===== config.mk =====
export PLATFORM = sky130hd
export DESIGN_NAME = fixed_partition_fit_allocator_top
export DESIGN_NICKNAME = d
export VERILOG_FILES = /design/src/hw/rtl/fpfa_pkg.sv /design/src/hw/rtl/fpfa_ram.sv /design/src/hw/rtl/fpfa_scan.sv /design/src/hw/rtl/fixed_partition_fit_allocator_top.sv
export VERILOG_INCLUDE_DIRS = /design/src /design/src/hw/rtl
export SDC_FILE = /design/constraint.sdc
export NUM_CORES = 1
export LEC_CHECK = 0
export BUFFER_PORTS_ARGS = -buffer_cell sky130_fd_sc_hd__buf_2
export CAP_MARGIN = 20
export CORE_MARGIN = 5
export CORE_UTILIZATION = 66
export CTS_CLUSTER_DIAMETER = 30
export CTS_CLUSTER_SIZE = 25
export DETAILED_ROUTE_END_ITERATION = 10
export PLACE_DENSITY_LB_ADDON = 0.1
export SYNTH_ARGS = -nofsm -noshare
export SYNTH_HDL_FRONTEND = slang
export SYNTH_SLANG_ARGS = --single-unit

===== constraint.sdc =====
create_clock -name aclk -period 10.9 [get_ports aclk]
set_clock_uncertainty 0.05 [all_clocks]
set_input_delay 1.09 -clock aclk [delete_from_list [all_inputs] [get_ports aclk]]
set_output_delay 1.09 -clock aclk [all_outputs]
set_load 0.005 [all_outputs]

===== src/hw/rtl/fixed_partition_fit_allocator_top_assert.svh =====
// Assertion macros shared by the allocator RTL.
`ifndef FIXED_PARTITION_FIT_ALLOCATOR_TOP_ASSERT_SVH
`define FIXED_PARTITION_FIT_ALLOCATOR_TOP_ASSERT_SVH

`ifndef ASSERT_OFF

// Same-cycle implication, ignored while reset is asserted.
`define FPFA_ASSERT_IMP(lbl, clk, rstn, ante, cons) \
    lbl: assert property (@(posedge clk) disable iff (!(rstn)) (ante) |-> (cons)) \
        else $error("assertion failed: implication");

// Next-cycle implication, ignored while reset is asserted.
`define FPFA_ASSERT_NXT(lbl, clk, rstn, ante, cons) \
    lbl: assert property (@(posedge clk) disable iff (!(rstn)) (ante) |=> (cons)) \
        else $error("assertion failed: next-cycle implication");

`else

`define FPFA_ASSERT_IMP(lbl, clk, rstn, ante, cons)
`define FPFA_ASSERT_NXT(lbl, clk, rstn, ante, cons)

`endif

`endif


===== src/hw/rtl/fpfa_pkg.sv =====
// Shared types, codes and defaults of the fixed-partition allocator.
package fpfa_pkg;

    localparam int MAX_PARTITIONS_DEF = 16;
    localparam int SIZE_BITS_DEF      = 16;

    // Field widths of the stream payloads
    localparam int INDEX_W    = 4;
    localparam int SIZE_KB_W  = 16;
    localparam int REQ_NUM_W  = 16;
    localparam int COUNT_W    = 5;
    localparam int S_TDATA_W  = 24;
    localparam int M_TDATA_W  = 40;
    localparam int CFG_ADDR_W = 1;
    localparam int CFG_DATA_W = 5;

    typedef logic [1:0] policy_t;
    localparam policy_t POL_FIRST = 2'd0;
    localparam policy_t POL_BEST  = 2'd1;
    localparam policy_t POL_WORST = 2'd2;

    localparam logic KIND_LOAD    = 1'b0;
    localparam logic KIND_REQUEST = 1'b1;

    typedef logic [CFG_ADDR_W-1:0] cfg_addr_t;
    localparam cfg_addr_t REG_FIT_POLICY      = 1'd0;
    localparam cfg_addr_t REG_PARTITION_COUNT = 1'd1;

    typedef struct packed {
        logic busy;
        logic done;
        logic found;
    } scan_status_t;

endpackage


===== src/hw/rtl/fpfa_ram.sv =====
// Generic single-port-write, single-port-read RAM with registered read data.
module fpfa_ram #(
    parameter int WIDTH = 16,
    parameter int DEPTH = 16,
    localparam int AW = (DEPTH > 1) ? $clog2(DEPTH) : 1
) (
    input  logic             aclk,
    input  logic             we,
    input  logic [AW-1:0]    waddr,
    input  logic [WIDTH-1:0] wdata,
    input  logic [AW-1:0]    raddr,
    output logic [WIDTH-1:0] rdata
);

    logic [WIDTH-1:0] mem [DEPTH];
    logic [WIDTH-1:0] rdata_reg;

    always_ff @(posedge aclk) begin
        if (we) begin
            mem[waddr] <= wdata;
        end
        rdata_reg <= mem[raddr];
    end

    assign rdata = rdata_reg;

endmodule


===== src/hw/rtl/fpfa_scan.sv =====
// Partition scan unit: one size read per cycle, fit selection on returned data.
`include "fixed_partition_fit_allocator_top_assert.svh"

module fpfa_scan #(
    parameter int MAX_PARTITIONS = fpfa_pkg::MAX_PARTITIONS_DEF,
    parameter int SIZE_BITS      = fpfa_pkg::SIZE_BITS_DEF,
    localparam int IDX_W = (MAX_PARTITIONS > 1) ? $clog2(MAX_PARTITIONS) : 1,
    localparam int LIM_W = $clog2(MAX_PARTITIONS + 1)
) (
    input  logic                   aclk,
    input  logic                   aresetn,
    input  logic                   start,
    input  fpfa_pkg::policy_t      policy,
    input  logic [LIM_W-1:0]       limit,
    input  logic [SIZE_BITS-1:0]   req_size,
    input  logic [MAX_PARTITIONS-1:0] mark,
    output logic [IDX_W-1:0]       rd_addr,
    input  logic [SIZE_BITS-1:0]   rd_data,
    output fpfa_pkg::scan_status_t status,
    output logic [IDX_W-1:0]       pick,
    output logic [SIZE_BITS-1:0]   left
);
    import fpfa_pkg::*;

    logic [LIM_W-1:0]     issue_idx_reg, issue_idx_next;
    logic                 issuing_reg, issuing_next;
    logic                 cmp_valid_reg, cmp_valid_next;
    logic                 cmp_last_reg, cmp_last_next;
    logic [IDX_W-1:0]     cmp_idx_reg, cmp_idx_next;
    logic                 found_reg, found_next;
    logic [IDX_W-1:0]     pick_reg, pick_next;
    logic [SIZE_BITS-1:0] left_reg, left_next;
    logic                 done_reg, done_next;
    logic                 fits, better, take;
    logic [SIZE_BITS-1:0] cand_left;
    logic [LIM_W-1:0]     issue_inc;

    assign issue_inc = issue_idx_reg + LIM_W'(1);
    assign rd_addr   = issue_idx_reg[IDX_W-1:0];

    assign fits      = !mark[cmp_idx_reg] && (rd_data >= req_size);
    assign cand_left = rd_data - req_size;

    always_comb begin
        unique case (policy)
            POL_BEST:  better = cand_left < left_reg;
            POL_WORST: better = cand_left > left_reg;
            default:   better = 1'b0;
        endcase
        take = cmp_valid_reg && fits && (!found_reg || better);
    end

    always_comb begin
        issue_idx_next = issue_idx_reg;
        issuing_next   = issuing_reg;
        cmp_valid_next = 1'b0;
        cmp_last_next  = 1'b0;
        cmp_idx_next   = cmp_idx_reg;
        found_next     = found_reg;
        pick_next      = pick_reg;
        left_next      = left_reg;
        done_next      = 1'b0;
        if (start) begin
            issue_idx_next = '0;
            issuing_next   = (limit != '0);
            found_next     = 1'b0;
            pick_next      = '0;
            left_next      = '0;
            done_next      = (limit == '0);
        end else begin
            if (issuing_reg) begin
                cmp_valid_next = 1'b1;
                cmp_idx_next   = issue_idx_reg[IDX_W-1:0];
                cmp_last_next  = (issue_inc == limit);
                issue_idx_next = issue_inc;
                issuing_next   = (issue_inc != limit);
            end
            if (take) begin
                found_next = 1'b1;
                pick_next  = cmp_idx_reg;
                left_next  = cand_left;
            end
            done_next = cmp_valid_reg && cmp_last_reg;
        end
    end

    always_ff @(posedge aclk) begin
        if (!aresetn) begin
            issuing_reg   <= 1'b0;
            cmp_valid_reg <= 1'b0;
            cmp_last_reg  <= 1'b0;
            done_reg      <= 1'b0;
            found_reg     <= 1'b0;
        end else begin
            issuing_reg   <= issuing_next;
            cmp_valid_reg <= cmp_valid_next;
            cmp_last_reg  <= cmp_last_next;
            done_reg      <= done_next;
            found_reg     <= found_next;
        end
        issue_idx_reg <= issue_idx_next;
        cmp_idx_reg   <= cmp_idx_next;
        pick_reg      <= pick_next;
        left_reg      <= left_next;
    end

    assign status.busy  = issuing_reg || cmp_valid_reg;
    assign status.done  = done_reg;
    assign status.found = found_reg;
    assign pick         = pick_reg;
    assign left         = left_reg;

    `FPFA_ASSERT_NXT(a_issue_feeds_compare, aclk, aresetn, issuing_reg && !start, cmp_valid_reg)
    `FPFA_ASSERT_IMP(a_done_scan_drained, aclk, aresetn, done_reg, !issuing_reg && !cmp_valid_reg)
    `FPFA_ASSERT_IMP(a_pick_within_limit, aclk, aresetn, done_reg && found_reg,
                     LIM_W'(pick_reg) < limit)

endmodule


===== src/hw/rtl/fixed_partition_fit_allocator_top.sv =====
// Fixed-partition allocator: a load is taken in the idle state and writes
// the size RAM directly. For a request the scan reads one size per cycle
// from the single read port of the size RAM, one for each partition in
// use, and compares each size in the cycle after its read; then the scan
// flags itself done, and the write-back state writes the leftover size
// back if a partition fits and loads the result register. A new item is
// taken as soon as the block returns to idle, while the previous result
// may still wait in the output register; the write-back state of the next
// request holds for as long as that result is not taken.
`include "fixed_partition_fit_allocator_top_assert.svh"

module fixed_partition_fit_allocator_top #(
    parameter int MAX_PARTITIONS = fpfa_pkg::MAX_PARTITIONS_DEF,
    parameter int SIZE_BITS      = fpfa_pkg::SIZE_BITS_DEF
) (
    input  logic                            aclk,
    input  logic                            aresetn,
    // configuration write port
    input  logic                            cfg_we,
    input  logic [fpfa_pkg::CFG_ADDR_W-1:0] cfg_addr,
    input  logic [fpfa_pkg::CFG_DATA_W-1:0] cfg_wdata,
    // input stream
    input  logic                            s_tvalid,
    output logic                            s_tready,
    input  logic [fpfa_pkg::S_TDATA_W-1:0]  s_tdata,   // entry_index, size_kb, zero pad
    input  logic                            s_tuser,   // kind
    input  logic                            s_tlast,   // last_request
    // result stream
    output logic                            m_tvalid,
    input  logic                            m_tready,
    output logic [fpfa_pkg::M_TDATA_W-1:0]  m_tdata,   // partition_index, space_left_kb,
                                                       // request_number, zero pad
    output logic                            m_tuser,   // granted
    output logic                            m_tlast    // batch_done
);
    import fpfa_pkg::*;

    localparam int IDX_W = (MAX_PARTITIONS > 1) ? $clog2(MAX_PARTITIONS) : 1;
    localparam int LIM_W = $clog2(MAX_PARTITIONS + 1);

    typedef enum logic [2:0] {
        ST_IDLE  = 3'b001,
        ST_SCAN  = 3'b010,
        ST_WRITE = 3'b100
    } state_t;

    state_t                state_reg, state_next;
    policy_t               policy_reg, policy_next;
    logic [COUNT_W-1:0]    count_reg, count_next;
    logic [MAX_PARTITIONS-1:0] mark_reg, mark_next;
    logic [REQ_NUM_W-1:0]  req_cnt_reg, req_cnt_next;
    logic [SIZE_BITS-1:0]  req_size_reg, req_size_next;
    logic                  req_last_reg, req_last_next;

    logic                  m_tvalid_reg, m_tvalid_next;
    logic [M_TDATA_W-1:0]  m_tdata_reg, m_tdata_next;
    logic                  m_tuser_reg, m_tuser_next;
    logic                  m_tlast_reg, m_tlast_next;

    logic                  in_xfer, out_free;
    logic [INDEX_W-1:0]    in_idx;
    logic [SIZE_KB_W-1:0]  in_size;
    logic                  load_ok;
    logic [LIM_W-1:0]      limit;
    logic                  scan_start;

    logic                  ram_we;
    logic [IDX_W-1:0]      ram_waddr, ram_raddr;
    logic [SIZE_BITS-1:0]  ram_wdata, ram_rdata;

    scan_status_t          scan_status;
    logic [IDX_W-1:0]      scan_pick;
    logic [SIZE_BITS-1:0]  scan_left;

    assign s_tready = (state_reg == ST_IDLE);
    assign in_xfer  = s_tvalid && s_tready;
    assign in_idx   = s_tdata[INDEX_W-1:0];
    assign in_size  = s_tdata[INDEX_W +: SIZE_KB_W];
    assign load_ok  = 32'(in_idx) < MAX_PARTITIONS;
    assign out_free = !m_tvalid_reg || m_tready;

    assign limit = (32'(count_reg) > MAX_PARTITIONS) ? LIM_W'(MAX_PARTITIONS)
                                                     : LIM_W'(count_reg);
    assign scan_start = in_xfer && (s_tuser == KIND_REQUEST);

    fpfa_ram #(
        .WIDTH (SIZE_BITS),
        .DEPTH (MAX_PARTITIONS)
    ) u_size_ram (
        .aclk  (aclk),
        .we    (ram_we),
        .waddr (ram_waddr),
        .wdata (ram_wdata),
        .raddr (ram_raddr),
        .rdata (ram_rdata)
    );

    fpfa_scan #(
        .MAX_PARTITIONS (MAX_PARTITIONS),
        .SIZE_BITS      (SIZE_BITS)
    ) u_scan (
        .aclk     (aclk),
        .aresetn  (aresetn),
        .start    (scan_start),
        .policy   (policy_reg),
        .limit    (limit),
        .req_size (req_size_next),
        .mark     (mark_reg),
        .rd_addr  (ram_raddr),
        .rd_data  (ram_rdata),
        .status   (scan_status),
        .pick     (scan_pick),
        .left     (scan_left)
    );

    always_comb begin
        state_next    = state_reg;
        policy_next   = policy_reg;
        count_next    = count_reg;
        mark_next     = mark_reg;
        req_cnt_next  = req_cnt_reg;
        req_size_next = req_size_reg;
        req_last_next = req_last_reg;
        m_tvalid_next = m_tvalid_reg && !m_tready;
        m_tdata_next  = m_tdata_reg;
        m_tuser_next  = m_tuser_reg;
        m_tlast_next  = m_tlast_reg;
        ram_we        = 1'b0;
        ram_waddr     = scan_pick;
        ram_wdata     = scan_left;

        if (cfg_we) begin
            unique case (cfg_addr)
                REG_FIT_POLICY:      policy_next = cfg_wdata[1:0];
                REG_PARTITION_COUNT: count_next  = cfg_wdata[COUNT_W-1:0];
                default: ;
            endcase
        end

        unique case (state_reg)
            ST_IDLE: begin
                if (in_xfer) begin
                    if (s_tuser == KIND_LOAD) begin
                        // loads write straight through and clear the mark
                        if (load_ok) begin
                            ram_we    = 1'b1;
                            ram_waddr = IDX_W'(in_idx);
                            ram_wdata = SIZE_BITS'(in_size);
                            mark_next[IDX_W'(in_idx)] = 1'b0;
                        end
                    end else begin
                        req_size_next = SIZE_BITS'(in_size);
                        req_last_next = s_tlast;
                        if (req_cnt_reg != '1) begin
                            req_cnt_next = req_cnt_reg + REQ_NUM_W'(1);
                        end
                        state_next = ST_SCAN;
                    end
                end
            end
            ST_SCAN: begin
                if (scan_status.done) begin
                    state_next = ST_WRITE;
                end
            end
            ST_WRITE: begin
                // hold until the result register can take the transaction
                if (out_free) begin
                    m_tvalid_next = 1'b1;
                    m_tuser_next  = scan_status.found;
                    m_tlast_next  = req_last_reg;
                    if (scan_status.found) begin
                        ram_we               = 1'b1;
                        mark_next[scan_pick] = 1'b1;
                        m_tdata_next = {4'b0, req_cnt_reg, SIZE_KB_W'(scan_left),
                                        INDEX_W'(scan_pick)};
                    end else begin
                        m_tdata_next = {4'b0, req_cnt_reg, SIZE_KB_W'(0), INDEX_W'(0)};
                    end
                    if (req_last_reg) begin
                        req_cnt_next = '0;
                    end
                    state_next = ST_IDLE;
                end
            end
            default: state_next = ST_IDLE;
        endcase
    end

    always_ff @(posedge aclk) begin
        if (!aresetn) begin
            state_reg    <= ST_IDLE;
            policy_reg   <= POL_FIRST;
            count_reg    <= '0;
            mark_reg     <= '0;
            req_cnt_reg  <= '0;
            m_tvalid_reg <= 1'b0;
        end else begin
            state_reg    <= state_next;
            policy_reg   <= policy_next;
            count_reg    <= count_next;
            mark_reg     <= mark_next;
            req_cnt_reg  <= req_cnt_next;
            m_tvalid_reg <= m_tvalid_next;
        end
        req_size_reg <= req_size_next;
        req_last_reg <= req_last_next;
        m_tdata_reg  <= m_tdata_next;
        m_tuser_reg  <= m_tuser_next;
        m_tlast_reg  <= m_tlast_next;
    end

    assign m_tvalid = m_tvalid_reg;
    assign m_tdata  = m_tdata_reg;
    assign m_tuser  = m_tuser_reg;
    assign m_tlast  = m_tlast_reg;

    `FPFA_ASSERT_IMP(a_done_only_in_scan, aclk, aresetn, scan_status.done, state_reg == ST_SCAN)
    `FPFA_ASSERT_IMP(a_idle_scan_quiet, aclk, aresetn, state_reg == ST_IDLE, !scan_status.busy)
    `FPFA_ASSERT_IMP(a_result_from_write, aclk, aresetn, $rose(m_tvalid_reg),
                     $past(state_reg) == ST_WRITE)
    `FPFA_ASSERT_NXT(a_grant_marks, aclk, aresetn,
                     state_reg == ST_WRITE && out_free && scan_status.found,
                     mark_reg[$past(scan_pick)])

endmodule


==> results of run 1 <==
==> cells in the mapped netlist (22+ instances only) <==
master	number
nand2_1	73
dfxtp_1	105
nor2_1	73
nand3_1	34
inv_1	45
nand4_1	23
a21oi_1	38
edfxtp_1	299
ha_1	36
xor2_1	22
o21ai_0	44
mux4_2	84
clkbuf_1	31
==> critical path: stages (launching register included) <==
cell and delay [ps]:
dfxtp_1 400, or3b_4 450, inv_1 110, nand3_1 80, buf_4 210, clkinv_1 260, buf_4 470, mux2i_1 300
inv_1 100, fa_1 450, nand2b_1 180, a211oi_1 470, o21ai_0 180, nand2b_1 100, a21oi_1 80, xnor2_1 190
ha_1 340, nand4_1 170, a2111oi_0 510, nor4b_2 130, mux2_2 410, nor2_2 470, a31o_1 230
==> cells by family after synthesis <==
kind of cell | after synthesis | share of synthesized area [%]
adders and majority gates | 37 | 2.81
DFF | 404 | 66.1
and+or+nand+nor | 274 | 8.27
other | 1 | 0.0224
buffers and inverters | 99 | 2.47
xor gates and xnor gates | 36 | 1.88
AOI/OAI and AO/OA | 159 | 6.01
muxes | 104 | 12.5
==> through the flow <==
step	setup WS [ps]	area, um2
after floorplan	5550	16800
after global placement	4310	17600
after detailed placement	4240	17600
after CTS	4550	20000
after global routing	4080	20100
final	4460	20100
==> report_power, final <==
part / switching, mW / leakage [nW] / internal (mW)
Combinational: 0.402 / 2.27 / 0.325
Clock: 0.782 / 1.15 / 1.41
Sequential: 0.0452 / 3.57 / 1.72
Total: 1.23 / 6.99 / 3.46
==> cell type report <==
| cell class | instances | area [um2] | share of cell area (%) |
|---|---|---|---|
| tap | 330 | 413 | 2.06 |
| clock inverter | 42 | 465 | 2.32 |
| timing repair buffer | 115 | 697 | 3.48 |
| multi-input combinational | 614 | 5300 | 26.4 |
| clock buffer | 85 | 1920 | 9.58 |
| sequential | 404 | 11100 | 55.3 |
| inverter | 47 | 176 | 0.880 |
==> routing by layer <==
layer | vias up | wire length (um)
met2 | 577 | 20600
met3 | 75 | 3790
li1 | 4578 | -
met4 | 0 | 851
met1 | 5205 | 15300
met5 | - | 0
==> path summary, 6_finish.rpt <==
path / cells after the start / slack, ps / from / end
max: 22 / 4460 / state_reg[0] / u_scan.left[10]
min: 2 / 420 / req_size_reg[3] / req_size_reg[3]
max reg2reg: 22 / 4460 / state_reg[0] / u_scan.left[10]
min reg2reg: 2 / 420 / req_size_reg[3] / req_size_reg[3]
==> impl_metrics.ini, run 1 <==
[global_route]
top_usage_layer = met2
antenna_found_initial = 0
grt_max_degree = 46
grt_pass1_vias = 10300
overflow = 0
use_met2_pct = 47.9
grt_use_met1_pct = 38.4
grt_pass1_wl_mm = 61.1
grtUsageMet3_pct = 5.68
grt_usage_pct = 28.5

[yosys]
yosys_most_used_dff = edfxtp_1
ys_ff_latch = 404
ys_warn_count = 0
syn_inst = 1114
ys_async_sr_fraction_pct = 0
synth_top_area_cell = edfxtp_1
synth_cell_type_count = 63
yosysTopAreaCellShare_pct = 53.5
ys_seq_area_share_pct = 66.1
synth.avg_cell_area_um2 = 15.1
synthTopCellsByArea = edfxtp_1, dfxtp_1, mux4_2
synth_edf_count = 299
netlist_area_mm2 = 0.0168

[power]
vdd_drop_max_mv = 0.230
finalPower_mw = 4.69
pwr_density_cell_mw_per_mm2 = 234
p_leak_nw = 6.99

[floorplanning]
rows = 58
ioPinCount = 81
core_area_mm2 = 0.0251
start_util_pct = 66.8
die_h_um = 169
dieWidth_um = 169
dieArea_mm2 = 0.0287

[final_layout]
fin_nets = 1325
finalNonFillerCells = 1637
largest_register_ffs = 256
fillers = 1327
utilization_pct = 79.9
final_cell_mix = edfxtp_1, dfxtp_1, mux4_2
drive_above_1_share_pct = 25.3
area_growth_pct = 19.6
final_common_cell = edfxtp_1
n_antenna_cell = 0

[setup_path]
start_kind = flip-flop
path_class = reg2reg
crit_path_end_kind = flip-flop
arrival_ps = 6880
cp_max_fo = 32
worstPathRequired_ps = 11340

[route]
postRouteAntennaNets = 0
avgRoutedWirePerCell_um = 24.7
vias = 10400
viasPerCell = 6.37
first_iter_violations = 1368
drt_pre_antenna_iters = 7
drc = 0
drt-total-wl_mm = 40.5

[sta]
tightestPinTransition_ps = 1080
slew_violations = 0
holdWs_ps = 418
slew_headroom_pct = 27.7
setup_viol = 0
finalSetupTns_ps = 0
fin_crit_ps = 6440
hold_viol_final = 0
fmaxAchievable_mhz = 155
timing.final.crit_share_pct = 59.1
rsz0062_at_grt = no

[placement]
dp.cells = 1506
port_buffers = 72
gp_congestion = 0.881
dpl.hpwl_mm = 22.8

[clock_network]
root_buffer = clkbuf_16
cts_inserted_buffers = 69
cts_sinks = 404
ctsHtreeMaxLevel = 3
postCtsSetupBuffers = 0
cts_tree = built
holdBufCountCts = 0
cts_resized = 0
clkLatencyLatePin_ps = 570
clkTransAtPathRegs_ps = 50
cts_buffer_depth = 3

[min_path]
holdCritPathClass = reg2reg

[job]
maxCapViolCount = 0

[outcome]
status = finished clean
Power figures use the tool's default switching activity.
==> run 2: changes to the inputs <==
CORE_UTILIZATION = 61   (was 66)
clock period = 6.71 ns   (was 10.9 ns; I/O delays follow)
==> impl_metrics.ini, run 2 (same netlist as run 1, synthesis figures left out) <==
[clock_network]
cts_buffer_depth = 3
clkLatencyLatePin_ps = 570
postCtsSetupBuffers = 0
cts_sinks = 404
clkTransAtPathRegs_ps = 60
holdBufCountCts = 0
root_buffer = clkbuf_16
cts_tree = built
cts_inserted_buffers = 74
cts_resized = 0
ctsHtreeMaxLevel = 3

[final_layout]
area_growth_pct = 20.7
final-seq-area_mm2 = 0.0111
fin_nets = 1327
largest_register_ffs = 256
final_cell_mix = edfxtp_1, dfxtp_1, mux4_2, clkbuf_16, nand2_1
multi_input_area_mm2 = 0.00531
n_antenna_cell = 0
stdcell_area_mm2 = 0.0202
drive_above_1_share_pct = 26.5
final_common_cell = edfxtp_1
fillers = 1621

[setup_path]
worstPathRequired_ps = 7170
rr_worst_depth = 19
timing.rr.end = u_scan.left[12]
crit_path_end_kind = flip-flop
cp_max_fo = 14
crit_cells = 19
start_kind = flip-flop
reg2reg_slack_ps = 800
reg2reg_from = state_reg[1]
cpLargestDelayFamily = simple AND/OR/NAND/NOR gates
cpPeakStageDelay_ps = 500
cp-startpoint = state_reg[1]
cp_common_cell = inv_1
critPathSlowestCell = a211oi_1
worstPathCellList = or3b_4 -> inv_1 -> nand3_1 -> clkinv_1 -> mux2i_1 -> inv_1 -> fa_1 -> nand2b_1 -> a211oi_1 -> o21ai_0 -> nor2b_1 -> xnor2_1 -> ha_1 -> nand4_1 -> a21oi_1 -> nor4b_2 -> mux2_2 -> nor2_2 -> a31o_1
critPathBufInv = 3
crit_end = u_scan.left[12]
arrival_ps = 6370
path_class = reg2reg

[sta]
timing.final.crit_share_pct = 88.0
finalSetupTns_ps = 0
slew_violations = 0
slew_headroom_pct = 34.6
rsz0062_at_grt = no
hold_viol_final = 0
fin_crit_ps = 5910
setup_viol = 0
fmaxAchievable_mhz = 169
tightestPinTransition_ps = 981

[global_route]
overflow = 0
grt_max_degree = 67
use_met2_pct = 42.5
grtUsageMet3_pct = 5.19
top_usage_layer = met2
grt_usage_pct = 25.8
grt_pass1_vias = 10400
grt_pass1_wl_mm = 60.4
antenna_found_initial = 0
grt_use_met1_pct = 35.2

[placement]
dpl_cell_area_mm2 = 0.0177
dpl.hpwl_mm = 22.5
port_buffers = 72
gp_congestion = 0.907

[outcome]
status = finished clean

[power]
vdd_drop_max_mv = 0.304
clkPwrFrac_pct = 48.2
p_switching_mw = 2.09
finalPower_mw = 7.79
p_seq_share_pct = 36.6
pwr-share-comb_pct = 15.3
pwr_density_cell_mw_per_mm2 = 385
p_int_mw = 5.70
p_leak_nw = 7.07
switching_share_pct = 26.8

[floorplanning]
die_h_um = 176
rows = 60
dieArea_mm2 = 0.0309
dieWidth_um = 176
start_util_pct = 62.1
ioPinCount = 81
core_area_mm2 = 0.0270

[route]
first_iter_violations = 1008
viasPerCell = 6.23
postRouteAntennaNets = 0
drt_pre_antenna_iters = 5
drc = 0
avgRoutedWirePerCell_um = 23.5
drt-total-wl_mm = 39.0
vias = 10300

[job]
maxCapViolCount = 0

[min_path]
hp-start = s_tlast
holdCritPathClass = in2reg
[run 2: cell types whose count changed in the layout (fill, tap and decap cells not counted), moves of 2 or more]
cell      delta
clkinv_4     +4
clkbuf_8     -4
clkbuf_1     -4
nor2_1       -7
inv_8        +4
buf_6        -2
clkinv_8     +2
clkinv_2     +3
nor2_2       +7
[run 2: worst min path at each step]
stage | to | cells after the start
after CTS | req_last_reg | 1
after global routing | req_last_reg | 1
after floorplan | req_size_reg[14] | 2
final | req_last_reg | 1
after global placement | req_size_reg[14] | 2
after detailed placement | req_size_reg[14] | 2
[run 2: worst reg2reg max path, delay by kind of cell (launching register included)]
kind,cells,cell delay [ps]
simple gates,7,1770
compound gates,4,1080
mux,2,850
fa+ha+maj,2,740
buf+inv,3,620
flops,1,490
xor+xnor,1,240
[run 2: metal layers]
metal  wire, um  vias to the layer above
li1           -                     4583
met5          0                        -
met2      19200                      486
met4        888                        0
met3       3130                       78
met1      15800                     5167
[run 2: area by class of cell]
class	count	share of cell area [%]
Sequential cell	404	54.8
Multi-Input combinational cell	614	26.2
Clock buffer	79	9.34
Clock inverter	59	3.35
Timing Repair Buffer	112	3.33
Tap cell	341	2.11
Inverter	47	0.871
[run 2: per-stage QoR]
step                      worst slack (ps)  instances  utilization [%]  hold WS [ps]
after floorplan                       1540       1117                -           368
after global routing                   295       1656             74.9           243
after global placement                 975       1517             65.4           379
after detailed placement               869       1517             65.4           388
final                                  803       1656             74.9           257
after CTS                              882       1655             74.9           240
[run 2: power by group through the flow]
stage               clock network, mW  logic [mW]  registers, mW
floorplan                           0       0.908           2.86
global placement                    0        1.14           2.89
detailed placement                  0        1.17           2.90
CTS                              3.80        1.19           2.85
global route                     3.95        1.32           2.86
finish                           3.75        1.19           2.85
==> run 3: changes to the inputs <==
CAP_MARGIN = 15   (was 20)
CELL_PAD_IN_SITES_DETAIL_PLACEMENT = 0   (was unset)
CELL_PAD_IN_SITES_GLOBAL_PLACEMENT = 1   (was unset)
CORE_UTILIZATION = 52   (was 61)
==> impl_metrics.ini, run 3 (same netlist as run 1, synthesis figures left out) <==
[final_layout]
utilization_pct = 64.7
n_antenna_cell = 0
largest_register_ffs = 256
final_common_cell = edfxtp_1
area_growth_pct = 22.4
multi_input_area_mm2 = 0.00533
final_cell_mix = edfxtp_1, dfxtp_1, clkbuf_16, mux4_2, nand2_1
drive_above_1_share_pct = 27.7
fin_nets = 1338
stdcell_area_mm2 = 0.0205
fillers = 2286
final-seq-area_mm2 = 0.0111

[route]
drt-total-wl_mm = 38.2
drt_pre_antenna_iters = 5
first_iter_violations = 673
postRouteAntennaNets = 0
viasPerCell = 5.74
vias = 9935
drc = 0
avgRoutedWirePerCell_um = 22.1

[power]
clkPwrFrac_pct = 49.4
p_int_mw = 5.88
p_switching_mw = 2.06
switching_share_pct = 26.0
pwr-share-comb_pct = 14.6
p_leak_nw = 7.17
vdd_drop_max_mv = 0.305
pwr_density_cell_mw_per_mm2 = 387
p_seq_share_pct = 36.1

[sta]
setup_viol = 0
slew_violations = 0
hold_viol_final = 0
slew_headroom_pct = 39.1
fmaxAchievable_mhz = 174
finalSetupTns_ps = 0
fin_crit_ps = 5740
holdWs_ps = 267
rsz0062_at_grt = no
setup_ws_ps = 967
timing.final.crit_share_pct = 85.6
tightestPinTransition_ps = 914

[clock_network]
holdBufCountCts = 0
cts_tree = built
clkTransAtPathRegs_ps = 40
cts_resized = 0
root_buffer = clkbuf_16
clkLatencyLatePin_ps = 580
ctsHtreeMaxLevel = 3
postCtsSetupBuffers = 0
cts_buffer_depth = 3
cts_inserted_buffers = 83
cts_sinks = 404

[global_route]
grt_pass1_vias = 10200
grt_usage_pct = 21.6
overflow = 0
grt_pass1_wl_mm = 59.4
grt_max_degree = 62
antenna_found_initial = 0

[setup_path]
crit_path_end_kind = flip-flop
arrival_ps = 6110
start_kind = flip-flop
path_class = reg2reg
cp_max_fo = 11
worstPathRequired_ps = 7070

[placement]
dpl_worst_slack_ps = 902
gp_congestion = 0.838
dpl_cell_area_mm2 = 0.0178
port_buffers = 72
dpl.hpwl_mm = 23.6

[floorplanning]
ioPinCount = 81
rows = 65
dieWidth_um = 190
start_util_pct = 52.9
die_h_um = 190
dieArea_mm2 = 0.0359
core_area_mm2 = 0.0317

[job]
maxCapViolCount = 0

[outcome]
status = finished clean

[min_path]
holdCritPathClass = in2reg
==> run 3: cell count changes in the layout (fill, tap and decap cells not counted), sizes merged <==
cell	delta
clkbuf	+15
inv	-3
clkinvlp	+2
bufinv	-3
clkinv	+2
buf	+2
==> run 3: routing by layer <==
metal,part of all wire [%],GRT usage [%],vias up
li1,-,-,4603
met1,43,29.1,4920
met2,49,35.9,352
met3,6.4,4.15,60
met4,2.0,6.84,0
met5,0,0,-
==> run 3: power by group through the flow <==
stage	registers [mW]	clock network, mW	logic [mW]
floorplan	2.86	0	0.908
global placement	2.91	0	1.15
detailed placement	2.92	0	1.16
CTS	2.87	3.98	1.16
global route	2.88	4.13	1.29
finish	2.87	3.92	1.16
==> run 3: cell type report <==
class | count | area share [%]
inverter | 47 | 0.860
tap | 402 | 2.45
multi-input combinational | 614 | 26.0
clock inverter | 57 | 2.57
sequential | 404 | 54.0
timing repair buffer | 114 | 3.29
clock buffer | 94 | 10.8
==> run 3: worst max-delay path: stages (launching register included) <==
cell and delay, ps:
dfxtp_1 410, or3b_4 440, inv_1 100, nand3_1 110, clkinv_1 180, mux2i_1 290, inv_1 110, fa_1 460
nand2b_1 180, a211oi_1 480, o21ai_0 270, mux2i_1 190, and4_1 220, ha_1 260, nand4_1 190, a21oi_1 90
nor4b_2 460, mux2_2 490, nor2_2 470, a211oi_2 140
==> run 3: path summary, 6_finish.rpt <==
kind                    startpoint          endpoint  slack [ps]  cells past startpoint
setup / recovery      state_reg[0]    u_scan.left[1]         970                     19
hold / removal             s_tlast      req_last_reg         270                      1
setup reg to reg      state_reg[0]    u_scan.left[1]         970                     19
hold reg to reg   req_size_reg[14]  req_size_reg[14]         400                      2
==> run 3: per-stage QoR <==
step | std cells | power (mW)
global placement | 1581 | 4.06
detailed placement | 1581 | 4.07
CTS | 1732 | 8.02
finish | 1732 | 7.95
global route | 1732 | 8.30
floorplan | 1117 | 3.77
